`config.mk`:
```
export PLATFORM = sky130hd
export DESIGN_NAME = cartridge_bank_controller_core_flat
export DESIGN_NICKNAME = d
export VERILOG_FILES = /design/src/rtl/cbc_pkg.sv /design/src/rtl/cbc_channels.sv /design/src/rtl/cartridge_bank_controller_core.sv /design/src/rtl/cbc_apb_regs.sv /design/src/rtl/cbc_decode.sv /design/src/flat_wrapper.sv
export VERILOG_INCLUDE_DIRS = /design/src /design/src/rtl
export SDC_FILE = /design/constraint.sdc
export NUM_CORES = 1
export LEC_CHECK = 0
export BUFFER_PORTS_ARGS = -buffer_cell sky130_fd_sc_hd__buf_4
export CAP_MARGIN = 20
export CORE_MARGIN = 2
export CORE_UTILIZATION = 49
export DETAILED_ROUTE_END_ITERATION = 16
export PLACE_DENSITY = 0.81
export SYNTH_ARGS = -nofsm -noshare
export SYNTH_HDL_FRONTEND = slang
export SYNTH_SLANG_ARGS = --single-unit
export TNS_END_PERCENT = 20
```
`constraint.sdc`:
```
create_clock -name clk -period 2.37 [get_ports clk]
set_input_delay 0.3555 -clock clk [delete_from_list [all_inputs] [get_ports clk]]
set_output_delay 0.3555 -clock clk [all_outputs]
set_load 0.02 [all_outputs]
```
`src/rtl/cartridge_bank_controller_core_defines.svh`:
```
// ----------------------------------------------------------------------------
// Cartridge bank controller assertion macros
// Shared assertion wrappers; defining ASSERT_OFF removes every check.
// ----------------------------------------------------------------------------
`ifndef CARTRIDGE_BANK_CONTROLLER_CORE_DEFINES_SVH
`define CARTRIDGE_BANK_CONTROLLER_CORE_DEFINES_SVH

`ifndef ASSERT_OFF
// Clocked check that is suspended while reset is asserted.
`define CBC_ASSERT(lbl, clk, rst, prop, msg) \
  lbl: assert property (@(posedge clk) disable iff (rst) prop) else $error(msg);
// Clocked check that also holds during reset.
`define CBC_ASSERT_ALWAYS(lbl, clk, prop, msg) \
  lbl: assert property (@(posedge clk) prop) else $error(msg);
`else
`define CBC_ASSERT(lbl, clk, rst, prop, msg)
`define CBC_ASSERT_ALWAYS(lbl, clk, prop, msg)
`endif

`endif

```
`src/rtl/cbc_pkg.sv`:
```
// ----------------------------------------------------------------------------
// Cartridge bank controller package
// Controller kind codes, field widths and the bank state record.
// ----------------------------------------------------------------------------
package cbc_pkg;

  localparam int unsigned ADDR_W     = 15;
  localparam int unsigned DATA_W     = 8;
  localparam int unsigned ROM_BANK_W = 9;
  localparam int unsigned RAM_BANK_W = 4;
  localparam int unsigned KIND_W     = 3;
  localparam int unsigned APB_ADDR_W = 3;
  localparam int unsigned APB_DATA_W = 32;

  // Controller kind codes; any other code behaves as no controller.
  localparam logic [KIND_W-1:0] KIND_NONE = 3'd0;
  localparam logic [KIND_W-1:0] KIND_MBC1 = 3'd1;
  localparam logic [KIND_W-1:0] KIND_MBC2 = 3'd2;
  localparam logic [KIND_W-1:0] KIND_MBC3 = 3'd3;
  localparam logic [KIND_W-1:0] KIND_MBC5 = 3'd4;

  // Register index of controller_kind.
  localparam logic REG_KIND = 1'b0;

  // Address regions of the ROM window, taken from address bits 14:13.
  localparam logic [1:0] REGION_ENABLE = 2'd0;
  localparam logic [1:0] REGION_ROM    = 2'd1;
  localparam logic [1:0] REGION_HIGH   = 2'd2;
  localparam logic [1:0] REGION_MODE   = 2'd3;

  localparam logic [3:0] RAM_ENABLE_KEY = 4'hA;
  localparam logic [DATA_W-1:0] LATCH_ARM  = 8'h00;
  localparam logic [DATA_W-1:0] LATCH_FIRE = 8'h01;

  typedef struct packed {
    logic                  ram_en;
    logic [ROM_BANK_W-1:0] rom_bank;
    logic [RAM_BANK_W-1:0] ram_bank;
    logic                  mode;
    logic                  armed;
    logic                  latched;
  } cbc_state_t;

  localparam cbc_state_t STATE_RESET = '{
    ram_en:   1'b0,
    rom_bank: 9'd1,
    ram_bank: 4'd0,
    mode:     1'b0,
    armed:    1'b0,
    latched:  1'b0
  };

endpackage

```
`src/rtl/cbc_channels.sv`:
```
// ----------------------------------------------------------------------------
// Cartridge bank controller channels
// Valid/ready channels for CPU writes and for bank status results.
// ----------------------------------------------------------------------------
interface cbc_wr_if;
  import cbc_pkg::*;

  logic              valid;
  logic              ready;
  logic [ADDR_W-1:0] write_address;
  logic [DATA_W-1:0] write_data;

  modport source (output valid, output write_address, output write_data, input ready);
  modport sink   (input valid, input write_address, input write_data, output ready);
endinterface

interface cbc_res_if;
  import cbc_pkg::*;

  logic                  valid;
  logic                  ready;
  logic [ROM_BANK_W-1:0] rom_bank_now;
  logic [RAM_BANK_W-1:0] ram_bank_now;
  logic                  ram_enabled;
  logic                  banking_mode;
  logic                  clock_latched;
  logic                  ram_flush;

  modport source (output valid, output rom_bank_now, output ram_bank_now,
                  output ram_enabled, output banking_mode, output clock_latched,
                  output ram_flush, input ready);
  modport sink   (input valid, input rom_bank_now, input ram_bank_now,
                  input ram_enabled, input banking_mode, input clock_latched,
                  input ram_flush, output ready);
endinterface

```
`src/rtl/cartridge_bank_controller_core.sv`:
```
// ----------------------------------------------------------------------------
// Cartridge bank controller core
// Decodes CPU writes to the cartridge ROM window into bank selection state.
// ----------------------------------------------------------------------------
//   Channel   Direction  Handshake      Carries
//   wr        in         valid/ready    write_address, write_data
//   res       out        valid/ready    bank state after the write, ram_flush
//   APB       in         psel/penable   controller_kind register at byte 0
//
// A write is captured in an input register and, once the result register can
// take it, is decoded against the bank state into the result register, whose
// valid flag drives res.valid; the result is held until res.ready takes it.
// One write is accepted per cycle while res.ready is high; the decode of the
// held write against the bank state sets that rate.
// When res stalls, the input register keeps one more write and then wr.ready
// drops. Reset puts RAM enable off, ROM bank 1, RAM bank 0, ROM banking mode,
// clock unlatched and the kind register at none.
// ----------------------------------------------------------------------------
`include "cartridge_bank_controller_core_defines.svh"

module cartridge_bank_controller_core (
  input  logic                          clk,
  input  logic                          rst,
  cbc_wr_if.sink                        wr,
  cbc_res_if.source                     res,
  input  logic                          psel,
  input  logic                          penable,
  input  logic                          pwrite,
  input  logic [cbc_pkg::APB_ADDR_W-1:0] paddr,
  input  logic [cbc_pkg::APB_DATA_W-1:0] pwdata,
  output logic [cbc_pkg::APB_DATA_W-1:0] prdata,
  output logic                          pready
);
  import cbc_pkg::*;

  logic [KIND_W-1:0] kind;
  logic              in_vld;
  logic [ADDR_W-1:0] in_addr;
  logic [DATA_W-1:0] in_data;
  cbc_state_t        state;
  cbc_state_t        state_next;
  logic              flush;
  logic              out_vld;
  logic              advance;
  logic              step;
  logic              accept;

  cbc_apb_regs u_regs (
    .clk     (clk),
    .rst     (rst),
    .psel    (psel),
    .penable (penable),
    .pwrite  (pwrite),
    .paddr   (paddr),
    .pwdata  (pwdata),
    .prdata  (prdata),
    .pready  (pready),
    .kind    (kind)
  );

  cbc_decode u_decode (
    .kind       (kind),
    .addr       (in_addr),
    .data       (in_data),
    .state      (state),
    .state_next (state_next),
    .flush      (flush)
  );

  assign advance  = !out_vld || res.ready;
  assign step     = in_vld && advance;
  assign wr.ready = !in_vld || advance;
  assign accept   = wr.valid && wr.ready;

  always_ff @(posedge clk) begin
    if (rst) begin
      in_vld <= 1'b0;
    end else if (accept) begin
      in_vld <= 1'b1;
    end else if (advance) begin
      in_vld <= 1'b0;
    end
  end

  always_ff @(posedge clk) begin
    if (accept) begin
      in_addr <= wr.write_address;
      in_data <= wr.write_data;
    end
  end

  always_ff @(posedge clk) begin
    if (rst) begin
      state   <= STATE_RESET;
      out_vld <= 1'b0;
    end else begin
      if (step) begin
        state <= state_next;
      end
      if (advance) begin
        out_vld <= in_vld;
      end
    end
  end

  always_ff @(posedge clk) begin
    if (step) begin
      res.rom_bank_now  <= state_next.rom_bank;
      res.ram_bank_now  <= state_next.ram_bank;
      res.ram_enabled   <= state_next.ram_en;
      res.banking_mode  <= state_next.mode;
      res.clock_latched <= state_next.latched;
      res.ram_flush     <= flush;
    end
  end

  assign res.valid = out_vld;

  `CBC_ASSERT(a_state_moves_on_step, clk, rst, !step |=> $stable(state), "bank state changed without a write")
  `CBC_ASSERT(a_pending_kept, clk, rst, (in_vld && !advance) |=> in_vld, "held write was dropped")
  `CBC_ASSERT(a_flush_needs_enable, clk, rst, (step && flush) |-> (state.ram_en && !state_next.ram_en), "flush without falling enable")
  `CBC_ASSERT(a_result_follows_step, clk, rst, step |=> out_vld, "decoded write produced no result")
  `CBC_ASSERT_ALWAYS(a_reset_clears, clk, rst |=> (!in_vld && !out_vld), "reset left an item in flight")

endmodule

```
`src/rtl/cbc_apb_regs.sv`:
```
// ----------------------------------------------------------------------------
// Cartridge bank controller register file
// APB-style slave holding the controller kind register.
// ----------------------------------------------------------------------------
module cbc_apb_regs (
  input  logic                          clk,
  input  logic                          rst,
  input  logic                          psel,
  input  logic                          penable,
  input  logic                          pwrite,
  input  logic [cbc_pkg::APB_ADDR_W-1:0] paddr,
  input  logic [cbc_pkg::APB_DATA_W-1:0] pwdata,
  output logic [cbc_pkg::APB_DATA_W-1:0] prdata,
  output logic                          pready,
  output logic [cbc_pkg::KIND_W-1:0]     kind
);
  import cbc_pkg::*;

  logic reg_index;
  logic wr_en;

  // Registers sit on 4-byte boundaries; the low two address bits are ignored.
  assign reg_index = paddr[APB_ADDR_W-1];
  assign pready    = 1'b1;
  assign wr_en     = psel && penable && pwrite && pready;

  always_ff @(posedge clk) begin
    if (rst) begin
      kind <= KIND_NONE;
    end else if (wr_en && reg_index == REG_KIND) begin
      kind <= pwdata[KIND_W-1:0];
    end
  end

  always_comb begin
    prdata = '0;
    if (reg_index == REG_KIND) begin
      prdata = {{(APB_DATA_W-KIND_W){1'b0}}, kind};
    end
  end

endmodule

```
`src/rtl/cbc_decode.sv`:
```
// ----------------------------------------------------------------------------
// Cartridge bank controller write decoder
// Next bank state and RAM flush for one ROM-window write.
// ----------------------------------------------------------------------------
module cbc_decode (
  input  logic [cbc_pkg::KIND_W-1:0] kind,
  input  logic [cbc_pkg::ADDR_W-1:0] addr,
  input  logic [cbc_pkg::DATA_W-1:0] data,
  input  cbc_pkg::cbc_state_t        state,
  output cbc_pkg::cbc_state_t        state_next,
  output logic                       flush
);
  import cbc_pkg::*;

  logic [1:0] region;
  logic       key_ok;
  logic [4:0] low5;
  logic [3:0] low4;
  logic [6:0] low7;

  assign region = addr[ADDR_W-1:ADDR_W-2];
  assign key_ok = (data[3:0] == RAM_ENABLE_KEY);
  // A bank field of zero selects bank one on MBC1, MBC2 and MBC3.
  assign low5   = (data[4:0] == 5'd0) ? 5'd1 : data[4:0];
  assign low4   = (data[3:0] == 4'd0) ? 4'd1 : data[3:0];
  assign low7   = (data[6:0] == 7'd0) ? 7'd1 : data[6:0];

  always_comb begin
    state_next = state;
    flush      = 1'b0;
    case (kind)
      KIND_MBC1: begin
        // MBC1 only has a 7-bit ROM bank, so bits 8:7 are cleared on any ROM bank write.
        case (region)
          REGION_ENABLE: state_next.ram_en = key_ok;
          REGION_ROM:    state_next.rom_bank = {2'b00, state.rom_bank[6:5], low5};
          REGION_HIGH: begin
            if (!state.mode) begin
              state_next.rom_bank = {2'b00, data[1:0], state.rom_bank[4:0]};
            end else begin
              state_next.ram_bank = {2'b00, data[1:0]};
            end
          end
          REGION_MODE:   state_next.mode = data[0];
          default:       state_next = state;
        endcase
      end
      KIND_MBC2: begin
        case (region)
          REGION_ENABLE: begin
            if (!addr[8]) begin
              state_next.ram_en = key_ok;
            end
          end
          REGION_ROM:    state_next.rom_bank = {5'd0, low4};
          default:       state_next = state;
        endcase
      end
      KIND_MBC3: begin
        case (region)
          REGION_ENABLE: state_next.ram_en = key_ok;
          REGION_ROM:    state_next.rom_bank = {2'b00, low7};
          REGION_HIGH: begin
            if (data[7:2] == 6'd0) begin
              state_next.ram_bank = {2'b00, data[1:0]};
            end
          end
          REGION_MODE: begin
            // Writing 0 then 1 toggles the clock latch.
            if (data == LATCH_ARM) begin
              state_next.armed = 1'b1;
            end else begin
              if (data == LATCH_FIRE && state.armed) begin
                state_next.latched = !state.latched;
              end
              state_next.armed = 1'b0;
            end
          end
          default:       state_next = state;
        endcase
      end
      KIND_MBC5: begin
        case (region)
          REGION_ENABLE: state_next.ram_en = key_ok;
          REGION_ROM: begin
            if (!addr[12]) begin
              state_next.rom_bank = {state.rom_bank[8], data};
            end else begin
              state_next.rom_bank = {data[0], state.rom_bank[7:0]};
            end
          end
          REGION_HIGH:   state_next.ram_bank = data[3:0];
          default:       state_next = state;
        endcase
      end
      default: state_next = state;
    endcase
    flush = state.ram_en && !state_next.ram_en;
  end

endmodule

```
`src/flat_wrapper.sv`:
```
// flat-port wrapper written by rule: the top's interface ports become plain ports
module cartridge_bank_controller_core_flat import cbc_pkg::*;
  (clk, rst, psel, penable, pwrite, paddr, pwdata, prdata, pready, wr_valid, wr_write_address, wr_write_data, wr_ready, res_valid, res_rom_bank_now, res_ram_bank_now, res_ram_enabled, res_banking_mode, res_clock_latched, res_ram_flush, res_ready);
  cbc_wr_if wr_i ();
  cbc_res_if res_i ();
  input  logic clk;
  input  logic rst;
  input  logic psel;
  input  logic penable;
  input  logic pwrite;
  input  logic [cbc_pkg::APB_ADDR_W-1:0] paddr;
  input  logic [cbc_pkg::APB_DATA_W-1:0] pwdata;
  output logic [cbc_pkg::APB_DATA_W-1:0] prdata;
  output logic pready;
  input wire logic [$bits(wr_i.valid)-1:0] wr_valid;
  input wire logic [$bits(wr_i.write_address)-1:0] wr_write_address;
  input wire logic [$bits(wr_i.write_data)-1:0] wr_write_data;
  output wire logic [$bits(wr_i.ready)-1:0] wr_ready;
  output wire logic [$bits(res_i.valid)-1:0] res_valid;
  output wire logic [$bits(res_i.rom_bank_now)-1:0] res_rom_bank_now;
  output wire logic [$bits(res_i.ram_bank_now)-1:0] res_ram_bank_now;
  output wire logic [$bits(res_i.ram_enabled)-1:0] res_ram_enabled;
  output wire logic [$bits(res_i.banking_mode)-1:0] res_banking_mode;
  output wire logic [$bits(res_i.clock_latched)-1:0] res_clock_latched;
  output wire logic [$bits(res_i.ram_flush)-1:0] res_ram_flush;
  input wire logic [$bits(res_i.ready)-1:0] res_ready;
  assign wr_i.valid = wr_valid;
  assign wr_i.write_address = wr_write_address;
  assign wr_i.write_data = wr_write_data;
  assign wr_ready = wr_i.ready;
  assign res_valid = res_i.valid;
  assign res_rom_bank_now = res_i.rom_bank_now;
  assign res_ram_bank_now = res_i.ram_bank_now;
  assign res_ram_enabled = res_i.ram_enabled;
  assign res_banking_mode = res_i.banking_mode;
  assign res_clock_latched = res_i.clock_latched;
  assign res_ram_flush = res_i.ram_flush;
  assign res_i.ready = res_ready;
  cartridge_bank_controller_core u_core (.clk(clk), .rst(rst), .wr(wr_i), .res(res_i), .psel(psel), .penable(penable), .pwrite(pwrite), .paddr(paddr), .pwdata(pwdata), .prdata(prdata), .pready(pready));
endmodule
```
==> run metrics, run 1 <==
first drt pass iteration count=4; DRT Wirelength=6.28 mm; gr ovfl total=0; Routability Congestion=0.894; slew of the pin with the lowest slew margin=0.595 ns; net count reported at finish=413; area delta synth->final=14.6%; DRC Markers=0; share of the synthesized area in the top cell type=29.9%; Crit. End Element=register; Leak=1.33 nW; hpwl dp=between 4 and 5 mm; number of top-level pins=117; CTS Buf Count=5; first-pass GRT wire length=~10 mm; Avg Cell Area, Syn=9.77 µm²; vias per inst=approximately 5.5; Final period util=91.6%; top cell type by total area after synthesis=edfxtp_1; total number of vias=2325; share of cells above drive strength 1=around 22%; R2R depth=7; initial antenna violation count=0; Initial Util=50.0%; Final Hold Fails=0; status=finished, final reports clean; Setup CP Type=reg2reg; top cells by area, synth=edfxtp_1 (30%), dfxtp_1 (15%), buf_4 (8.0%); EDFF count, synth=29; maxcap violations=0; power per cell area=510 nW/µm²; Worst EP arrival=2.35 ns; IO buf count=44; core area=just under 6000 µm²; top achievable clock speed=460 MHz; clk sinks=between 50 and 60; Synth warnings=0; clock root buffer=clkbuf_8; largest net degree at the start of global routing=21; CTS tree=built; CTS max path bufs=2; Slew Viols, Final=0; most common cell in the netlist=buf_4; DR WL/cell=15.0 µm; Worst-Skew Late Latency=0.30 ns; Main synth FF type=edfxtp_1; top cells by count, synth=buf_4 (31), edfxtp_1 (29), dfxtp_1 (22); initial DRC count=around 170; required time of the critical path=2.55 ns; library cells used by synthesis=64; final setup violating endpoints=0; setup slack, reg-to-reg=between 0.15 and 0.2 ns; Post-CTS Setup Repair Bufs=0; RSZ-0062 raised after global routing=no; Worst Clk Skew=0.00569 ns; Hold Crit Depth=1; row cnt=28; Startpoint Class=register; Antenna diodes=0; Die H=81.1 µm; H-Tree Level Count=2; Mapped Area=2910 µm²; CTS clk-pin slew, worst paths=0.09 ns; Synth Instances=between 200 and 300; TNS Setup=0 ns; worst vdd ir=0.309 mV; synthesis-stage register bit count=51; max_slew headroom=~60%; sequential-to-total area share from yosys stat=approximately 45%; hold-fix buffers at CTS=0; worst-path fanout max=5; Post-synth ARST share=0%; Final min period=roughly 2.2 ns; Worst Hold Class=in2reg; Total Routing Usage GR=roughly 21%; vias in the first global route=~2100; die extent in x=81.1 µm; fin util=57.4%; post-route ant nets=0; total die area=roughly 6600 µm²
==> layer usage <==
metal	wire, µm	track usage [%]	up-vias
met5	0	0	-
met4	102	6.95	0
met1	2780	27.8	1082
met3	400	5.22	9
li1	-	-	1138
met2	2990	33.0	96
==> cells in the final DEF, fill, tap and decap left out, types with 3 or more instances in the layout <==
cell type / Yosys / final
buf_4: 31 / 60
conb_1: 2 / 30
edfxtp_1: 29 / 29
dfxtp_1: 22 / 21
nand2_1: 17 / 17
nor2_1: 16 / 16
o21ai_0: 15 / 15
nand3_1: 12 / 12
a21oi_1: 11 / 11
inv_1: 10 / 10
nor2b_1: 8 / 8
nand2b_1: 6 / 6
a31oi_1: 6 / 6
a22o_1: 5 / 5
a211oi_1: 5 / 5
clkbuf_8: 0 / 5
a21boi_0: 4 / 4
nor4_1: 4 / 4
or3_1: 4 / 4
ha_1: 4 / 4
a2111oi_0: 3 / 3
o31ai_1: 3 / 3
a21o_1: 3 / 3
mux2_2: 3 / 3
a32o_1: 3 / 3
mux2i_1: 3 / 3
==> sequential cells by signal, indices dropped and copies added (netlist names) <==
name and cells:
u_core.state 17, u_core.res.ram_flush 1, u_core.res.rom_bank_now 9, u_core.res.ram_enabled 1
u_core.res.ram_bank_now 4, u_core.u_regs.kind 3, u_core.in_addr 4, u_core.res.clock_latched 1
u_core.res.valid 1, u_core.in_data 8, u_core.res.banking_mode 1, u_core.in_vld 1
==> power breakdown <==
part / switching [W] / internal [W]
combinational: 0.000149 / 0.0000816
sequential: 0.0000315 / 0.000963
clock: 0.000268 / 0.000208
total: 0.000448 / 0.00125
==> cell families (layout without fill, tap and decap cells) <==
family          after synthesis  after routing  share of synthesized area [%]
simple gates                 94             94                           19.0
mux                           6              6                           2.19
compound gates               78             78                           19.0
xor+xnor                      3              3                          0.903
flops                        51             51                           45.1
fa+ha+maj                     4              4                           1.72
buf+inv                      60             79                           12.0
other cells                   2             30                          0.258
==> repair_timing <==
item / 4_1_cts / 5_1_grt
endpoints found under the setup margin: 0 / 1
resized for setup: 0 / 1
endpoints found under the hold margin: 0 / 0
==> worst max-delay path, stage by stage (launching register included) <==
cell and delay (ns):
edfxtp_1 0.43, inv_1 0.10, ha_1 0.16, nor4bb_1 0.56, nor3_2 0.16, buf_4 0.18
o41ai_1 0.34, o22ai_1 0.13
==> worst paths after layout <==
kind / startpoint / endpoint
max: u_core.in_addr[14]$_DFFE_PP_ / u_core.state[13]$_SDFFE_PP0P_
min: wr_write_data[6] / u_core.in_data[6]$_DFFE_PP_
max reg2reg: u_core.in_addr[14]$_DFFE_PP_ / u_core.state[13]$_SDFFE_PP0P_
min reg2reg: u_core.state[1]$_SDFFE_PP0P_ / u_core.state[1]$_SDFFE_PP0P_
==> metrics by stage <==
step / instance area [µm²] / instances / worst slack (ns) / hold WS, ns / power, W
6_report: 3340 / 420 / 0.198 / 0.219 / 0.00170
5_1_grt: 3340 / 420 / 0.0133 / 0.199 / 0.00178
4_1_cts: 3330 / 420 / 0.148 / 0.213 / 0.00171
3_5_place_dp: 3250 / 412 / 0.179 / 0.455 / 0.00124
3_3_place_gp: 3250 / 412 / 0.231 / 0.443 / 0.00124
2_1_floorplan: 3020 / 326 / 0.529 / 0.437 / 0.00119
==> final cells by class <==
cell class	count	area, µm²
Clock buffer	7	76.3
Clock inverter	1	5.00
Fill cell	535	2480
Inverter	11	41.3
Multi-Input combinational cell	215	1360
Sequential cell	51	1310
Tap cell	75	93.8
Timing Repair Buffer	60	450
No activity file was read; power rests on OpenSTA's default activity.
==> inputs of run 2 (changes only) <==
--- a/config.mk
+++ b/config.mk
@@ -11,7 +11,7 @@
 export CORE_MARGIN = 2
 export CORE_UTILIZATION = 49
 export DETAILED_ROUTE_END_ITERATION = 16
-export PLACE_DENSITY = 0.81
+export PLACE_DENSITY_LB_ADDON = 0.2
 export SYNTH_ARGS = -nofsm -noshare
 export SYNTH_HDL_FRONTEND = slang
 export SYNTH_SLANG_ARGS = --single-unit
==> run 2 against run 1 <==
First-iteration DRC count rose by 3.5%. Power is 7.4% higher. Global-route usage is 0.70 points lower. Die area stayed put. Clock-buffer cell count decreased by 2. Wire length fell by 2.2%. Non-clock buffer count fell by 2. Register-to-register slack better by 0.11 ns. Core utilization rose by 0.37 points.
==> run metrics, run 2 (same netlist as run 1, synthesis figures left out) <==
Worst Hold Class=in2reg; DRC Markers=0; slew of the pin with the lowest slew margin=approximately 0.52 ns; share of cells above drive strength 1=21.6%; max_slew headroom=65.3%; Leak=roughly 1.3 nW; worst vdd ir=between 0.3 and 0.4 mV; switching portion of total power=about a quarter; Startpoint Class=register; Logic pwr share=12.4%; first drt pass iteration count=4; Reg2Reg Capture Point=u_core.res.rom_bank_now[6]$_DFFE_PP_; max FFs per register=17; TNS Setup=0 ns; largest net degree at the start of global routing=25; initial DRC count=178; CTS max path bufs=2; Total Routing Usage GR=20.1%; Largest regs=u_core.state (17), u_core.res.rom_bank_now (9), u_core.in_data (8); Final Total Pwr=0.00183 W; vias per inst=5.50; R2R depth=6; Initial Util=roughly half; first-pass GRT wire length=between 10 and 15 mm; CTS clk-pin slew, worst paths=approximately 0.1 ns; sequential share of power=54.5%; post-route ant nets=0; core area=~5800 µm²; H-Tree Level Count=2; Top Usage Layer GRT=met2; initial antenna violation count=0; status=finished, final reports clean; CTS tree=built; Worst-Skew Late Latency=just over 0.3 ns; top achievable clock speed=between 400 and 500 MHz; GRT met2 Usage=32.6%; Worst EP arrival=between 2 and 2.5 ns; net count reported at finish=~410; most frequent cells in the layout=buf_4 (58), conb_1 (30), edfxtp_1 (29); Final period util=87.0%; fin util=57.7%; Setup CP Type=reg2reg; Int Pwr=0.00136 W; clock root buffer=clkbuf_8; setup slack, reg-to-reg=0.31 ns; gr ovfl total=0; met3 Use GR=about 2.8%; hpwl dp=~4.5 mm; CTS Buf Count=5; total number of vias=2300; clk sinks=51; vias in the first global route=2060; Slew Viols, Final=0; area delta synth->final=15.3%; hold-fix buffers at CTS=0; total die area=6570 µm²; Top reg by flops=u_core.state; die extent in x=a little over 80 µm; Routability Congestion=0.901; Final min period=between 2 and 2.5 ns; Crit. End Element=register; Die H=81.1 µm; final setup violating endpoints=0; commonest non-fill, non-tap cell in the layout=buf_4; Layout fillers=511; RSZ-0062 raised after global routing=no; min-delay src=wr_write_address[13]; grt met1 use=between 20% and 30%; power per cell area=544 nW/µm²; Hold Crit Depth=1; row cnt=28; required time of the critical path=between 2 and 2.5 ns; worst-path fanout max=8; Net Sw Power=0.000468 W; DR WL/cell=14.7 µm; DRT Wirelength=6.14 mm; Antenna diodes=0; Final Hold Fails=0; number of top-level pins=117; Hold EP=u_core.in_addr[13]$_DFFE_PP_; Worst Clk Skew=between 0.01 and 0.015 ns; FF-to-FF Start=u_core.in_addr[13]$_DFFE_PP_; IO buf count=44; clock share of power=33.1%; maxcap violations=0
## run 2: cell count changes in the layout (fill, tap and decap cells not counted), sizes merged
cell | before | now
buf | 60 | 58
bufinv | 0 | 1
clkbuf | 7 | 5
inv | 10 | 11
## run 2: worst max-delay path, stage by stage, from the launching register on
cell	delay, ns
edfxtp_1	0.39
inv_1	0.08
ha_1	0.43
a21boi_0	0.34
nor2_1	0.12
a2111oi_1	0.29
o21ai_0	0.14
## run 2: timing repair
action	CTS	global route
endpoints found under the setup margin	0	1
setup buffers	0	0
endpoints found under the hold margin	0	0
resized for setup	0	2
## run 2: worst max-delay path by stage
stage	from	to	slack, ns	cells past startpoint
3_3_place_gp	u_core.in_addr[13]$_DFFE_PP_	u_core.res.rom_bank_now[6]$_DFFE_PP_	0.33	6
4_1_cts	u_core.in_addr[13]$_DFFE_PP_	u_core.res.rom_bank_now[6]$_DFFE_PP_	0.28	6
6_report	u_core.in_addr[13]$_DFFE_PP_	u_core.res.rom_bank_now[6]$_DFFE_PP_	0.31	6
5_1_grt	u_core.in_addr[14]$_DFFE_PP_	u_core.res.rom_bank_now[6]$_DFFE_PP_	0.04	7
3_5_place_dp	u_core.u_regs.kind[2]$_SDFFE_PP0P_	u_core.state[0]$_SDFFE_PP0P_	0.31	4
2_1_floorplan	u_core.res.valid$_SDFFE_PP0P_	u_core.state[10]$_SDFFE_PP0P_	0.53	5
## run 2: layer usage
metal,part of all wire (%),up-vias
met1,44,1062
met3,6.9,7
met4,1.9,0
li1,-,1136
met5,0,-
met2,47,95
## run 2: per-stage QoR
stage                     hold slack (ns)  area [µm²]  std cells  worst slack [ns]
after floorplan                     0.437        3020        326             0.529
after global placement              0.447        3240        410             0.331
after detailed placement            0.456        3240        410             0.309
after CTS                           0.206        3350        418             0.282
after global routing                0.202        3360        418            0.0372
final                               0.216        3360        418             0.308
## run 2: area by class of cell
type / instances / area, µm² / area share, %
clock buffers: 5 / 68.8 / 2.05
repair buffers: 58 / 435 / 13.0
well taps: 75 / 93.8 / 2.80
multi-input cells: 215 / 1360 / 40.6
inverters: 11 / 41.3 / 1.23
clock inverters: 3 / 42.5 / 1.27
flip-flops and latches: 51 / 1310 / 39.1
## run 2: power by group through the flow
stage                     Sequential, W  Combinational (W)  Clock [W]
final                          0.000995           0.000226   0.000604
after global routing           0.000999           0.000249   0.000652
after CTS                      0.000994           0.000225   0.000621
after detailed placement        0.00101           0.000224          0
after global placement          0.00101           0.000224          0
after floorplan                 0.00101           0.000183          0
==> inputs of run 3 (changes only) <==
--- a/config.mk
+++ b/config.mk
@@ -10,6 +10,7 @@
 export CAP_MARGIN = 20
 export CORE_MARGIN = 2
 export CORE_UTILIZATION = 49
+export CTS_BUF_LIST = sky130_fd_sc_hd__clkbuf_16
 export DETAILED_ROUTE_END_ITERATION = 16
 export PLACE_DENSITY_LB_ADDON = 0.2
 export SYNTH_ARGS = -nofsm -noshare
==> run 3 against run 2 <==
Flip-flop and latch count stayed put. Sequential share of layout area decreased by 0.64 points. Non-clock buffer count stayed put. Wire length hardly changed. Clock skew decreased by 0.0057 ns. Power rose by 11%. Final cell count unchanged. Sequential power about the same. First-iteration DRC count down 25%. Register-to-register slack better by 0.02 ns. Largest cell class unchanged. Largest power group unchanged. Highest routed layer unchanged.
==> run metrics, run 3 (same netlist as run 1, synthesis figures left out) <==
vias in the first global route=2073; Setup CP Type=reg2reg; Final min period=2.04 ns; area delta synth->final=17.3%; Slew Viols, Final=0; largest net degree at the start of global routing=25; Logic pwr share=11.2%; row cnt=28; top achievable clock speed=490 MHz; Crit. End Element=register; RSZ-0062 raised after global routing=no; H-Tree Level Count=2; CTS clk-pin slew, worst paths=0.07 ns; Final WS setup=0.328 ns; gr ovfl total=0; post-route ant nets=0; CTS Buf Count=5; Final Total Pwr=0.00203 W; hpwl dp=about 4.5 mm; Worst Clk Skew=approximately 0.005 ns; CTS max path bufs=2; max FFs per register=17; sequential share of power=49.0%; share of cells above drive strength 1=21.6%; vias per inst=5.53; maxcap violations=0; final setup violating endpoints=0; clk sinks=51; DR WL/cell=14.7 µm; total die area=6570 µm²; Total Routing Usage GR=20.1%; IO buf count=44; commonest non-fill, non-tap cell in the layout=buf_4; pre-CTS setup slack=just over 0.3 ns; Worst Hold Class=in2reg; worst vdd ir=0.358 mV; first-pass GRT wire length=10.1 mm; Startpoint Class=register; DRT Wirelength=6.15 mm; clock root buffer=clkbuf_16; clock share of power=39.8%; switching portion of total power=between 20% and 30%; core area=5820 µm²; Worst EP arrival=a little over 2 ns; Post-CTS Setup Repair Bufs=0; initial antenna violation count=0; Final Hold Fails=0; power per cell area=595 nW/µm²; initial DRC count=approximately 130; hold-fix buffers at CTS=0; CTS tree=built; most frequent cells in the layout=buf_4 (58), conb_1 (30), edfxtp_1 (29); required time of the critical path=~2.4 ns; Layout fillers=508; first drt pass iteration count=4; Worst-Skew Late Latency=0.29 ns; slew of the pin with the lowest slew margin=between 0.5 and 0.6 ns; Antenna diodes=0; Leak=roughly 1.4 nW; die extent in x=81.1 µm; net count reported at finish=411; max_slew headroom=65.7%; Net Sw Power=0.000490 W; Routability Congestion=roughly 0.9; post_cts resized=0; DRC Markers=0; Top reg by flops=u_core.state; status=finished, final reports clean; TNS Setup=0 ns; Largest regs=u_core.state (17), u_core.res.rom_bank_now (9), u_core.in_data (8); number of top-level pins=~120; Final period util=between 80% and 90%; total number of vias=2311; Die H=81.1 µm; Int Pwr=0.00154 W; worst-path fanout max=8; Initial Util=50.0%
-- run 3: cell count changes in the layout (fill, tap and decap cells not counted) --
cell / previous run / this run
clkbuf_8: 5 / 0
clkbuf_16: 0 / 5
-- run 3: area by class of cell --
class                      instances  area [µm²]  share of cell area [%]
clock inverter                     3        42.5                    1.25
inverter                          11        41.3                    1.21
tap                               75        93.8                    2.75
clock buffer                       5         125                    3.67
multi-input combinational        215        1360                    40.0
timing repair buffer              58         435                    12.8
sequential                        51        1310                    38.4
-- run 3: critical path, stage by stage (launching register included) --
cell	delay (ns)
edfxtp_1	0.38
inv_1	0.08
ha_1	0.43
a21boi_0	0.34
nor2_1	0.12
a2111oi_1	0.28
o21ai_0	0.14
-- run 3: final timing paths --
path	from	end	slack, ns	cells after the start
hold / removal	wr_write_data[1]	u_core.in_data[1]$_DFFE_PP_	0.24	1
setup reg to reg	u_core.in_addr[13]$_DFFE_PP_	u_core.res.rom_bank_now[6]$_DFFE_PP_	0.33	6
setup / recovery	u_core.in_addr[13]$_DFFE_PP_	u_core.res.rom_bank_now[6]$_DFFE_PP_	0.33	6
hold reg to reg	u_core.state[14]$_SDFFE_PP0P_	u_core.state[14]$_SDFFE_PP0P_	0.46	2
-- run 3: power by group through the flow --
| stage | clock network (W) | registers [W] | logic (W) |
|---|---|---|---|
| final | 0.000809 | 0.000996 | 0.000227 |
| after global routing | 0.000862 | 0.00100 | 0.000250 |
| after CTS | 0.000823 | 0.000995 | 0.000226 |
| after detailed placement | 0 | 0.00101 | 0.000224 |
| after global placement | 0 | 0.00101 | 0.000224 |
| after floorplan | 0 | 0.00101 | 0.000183 |
-- run 3: per-stage QoR --
| step | util (%) | hold slack (ns) | area, µm² | cells |
|---|---|---|---|---|
| final | 58.7 | 0.236 | 3410 | 418 |
| after floorplan | - | 0.437 | 3020 | 326 |
| after CTS | 58.6 | 0.233 | 3410 | 418 |
| after detailed placement | 55.7 | 0.456 | 3240 | 410 |
| after global placement | 55.7 | 0.447 | 3240 | 410 |
| after global routing | 58.7 | 0.226 | 3410 | 418 |
-- run 3: routing by layer --
metal  global-route usage [%]  wire (µm)
met1                     27.4       2810
met2                     33.1       2890
met3                     3.44        362
met4                     5.93         83
met5                        0          0
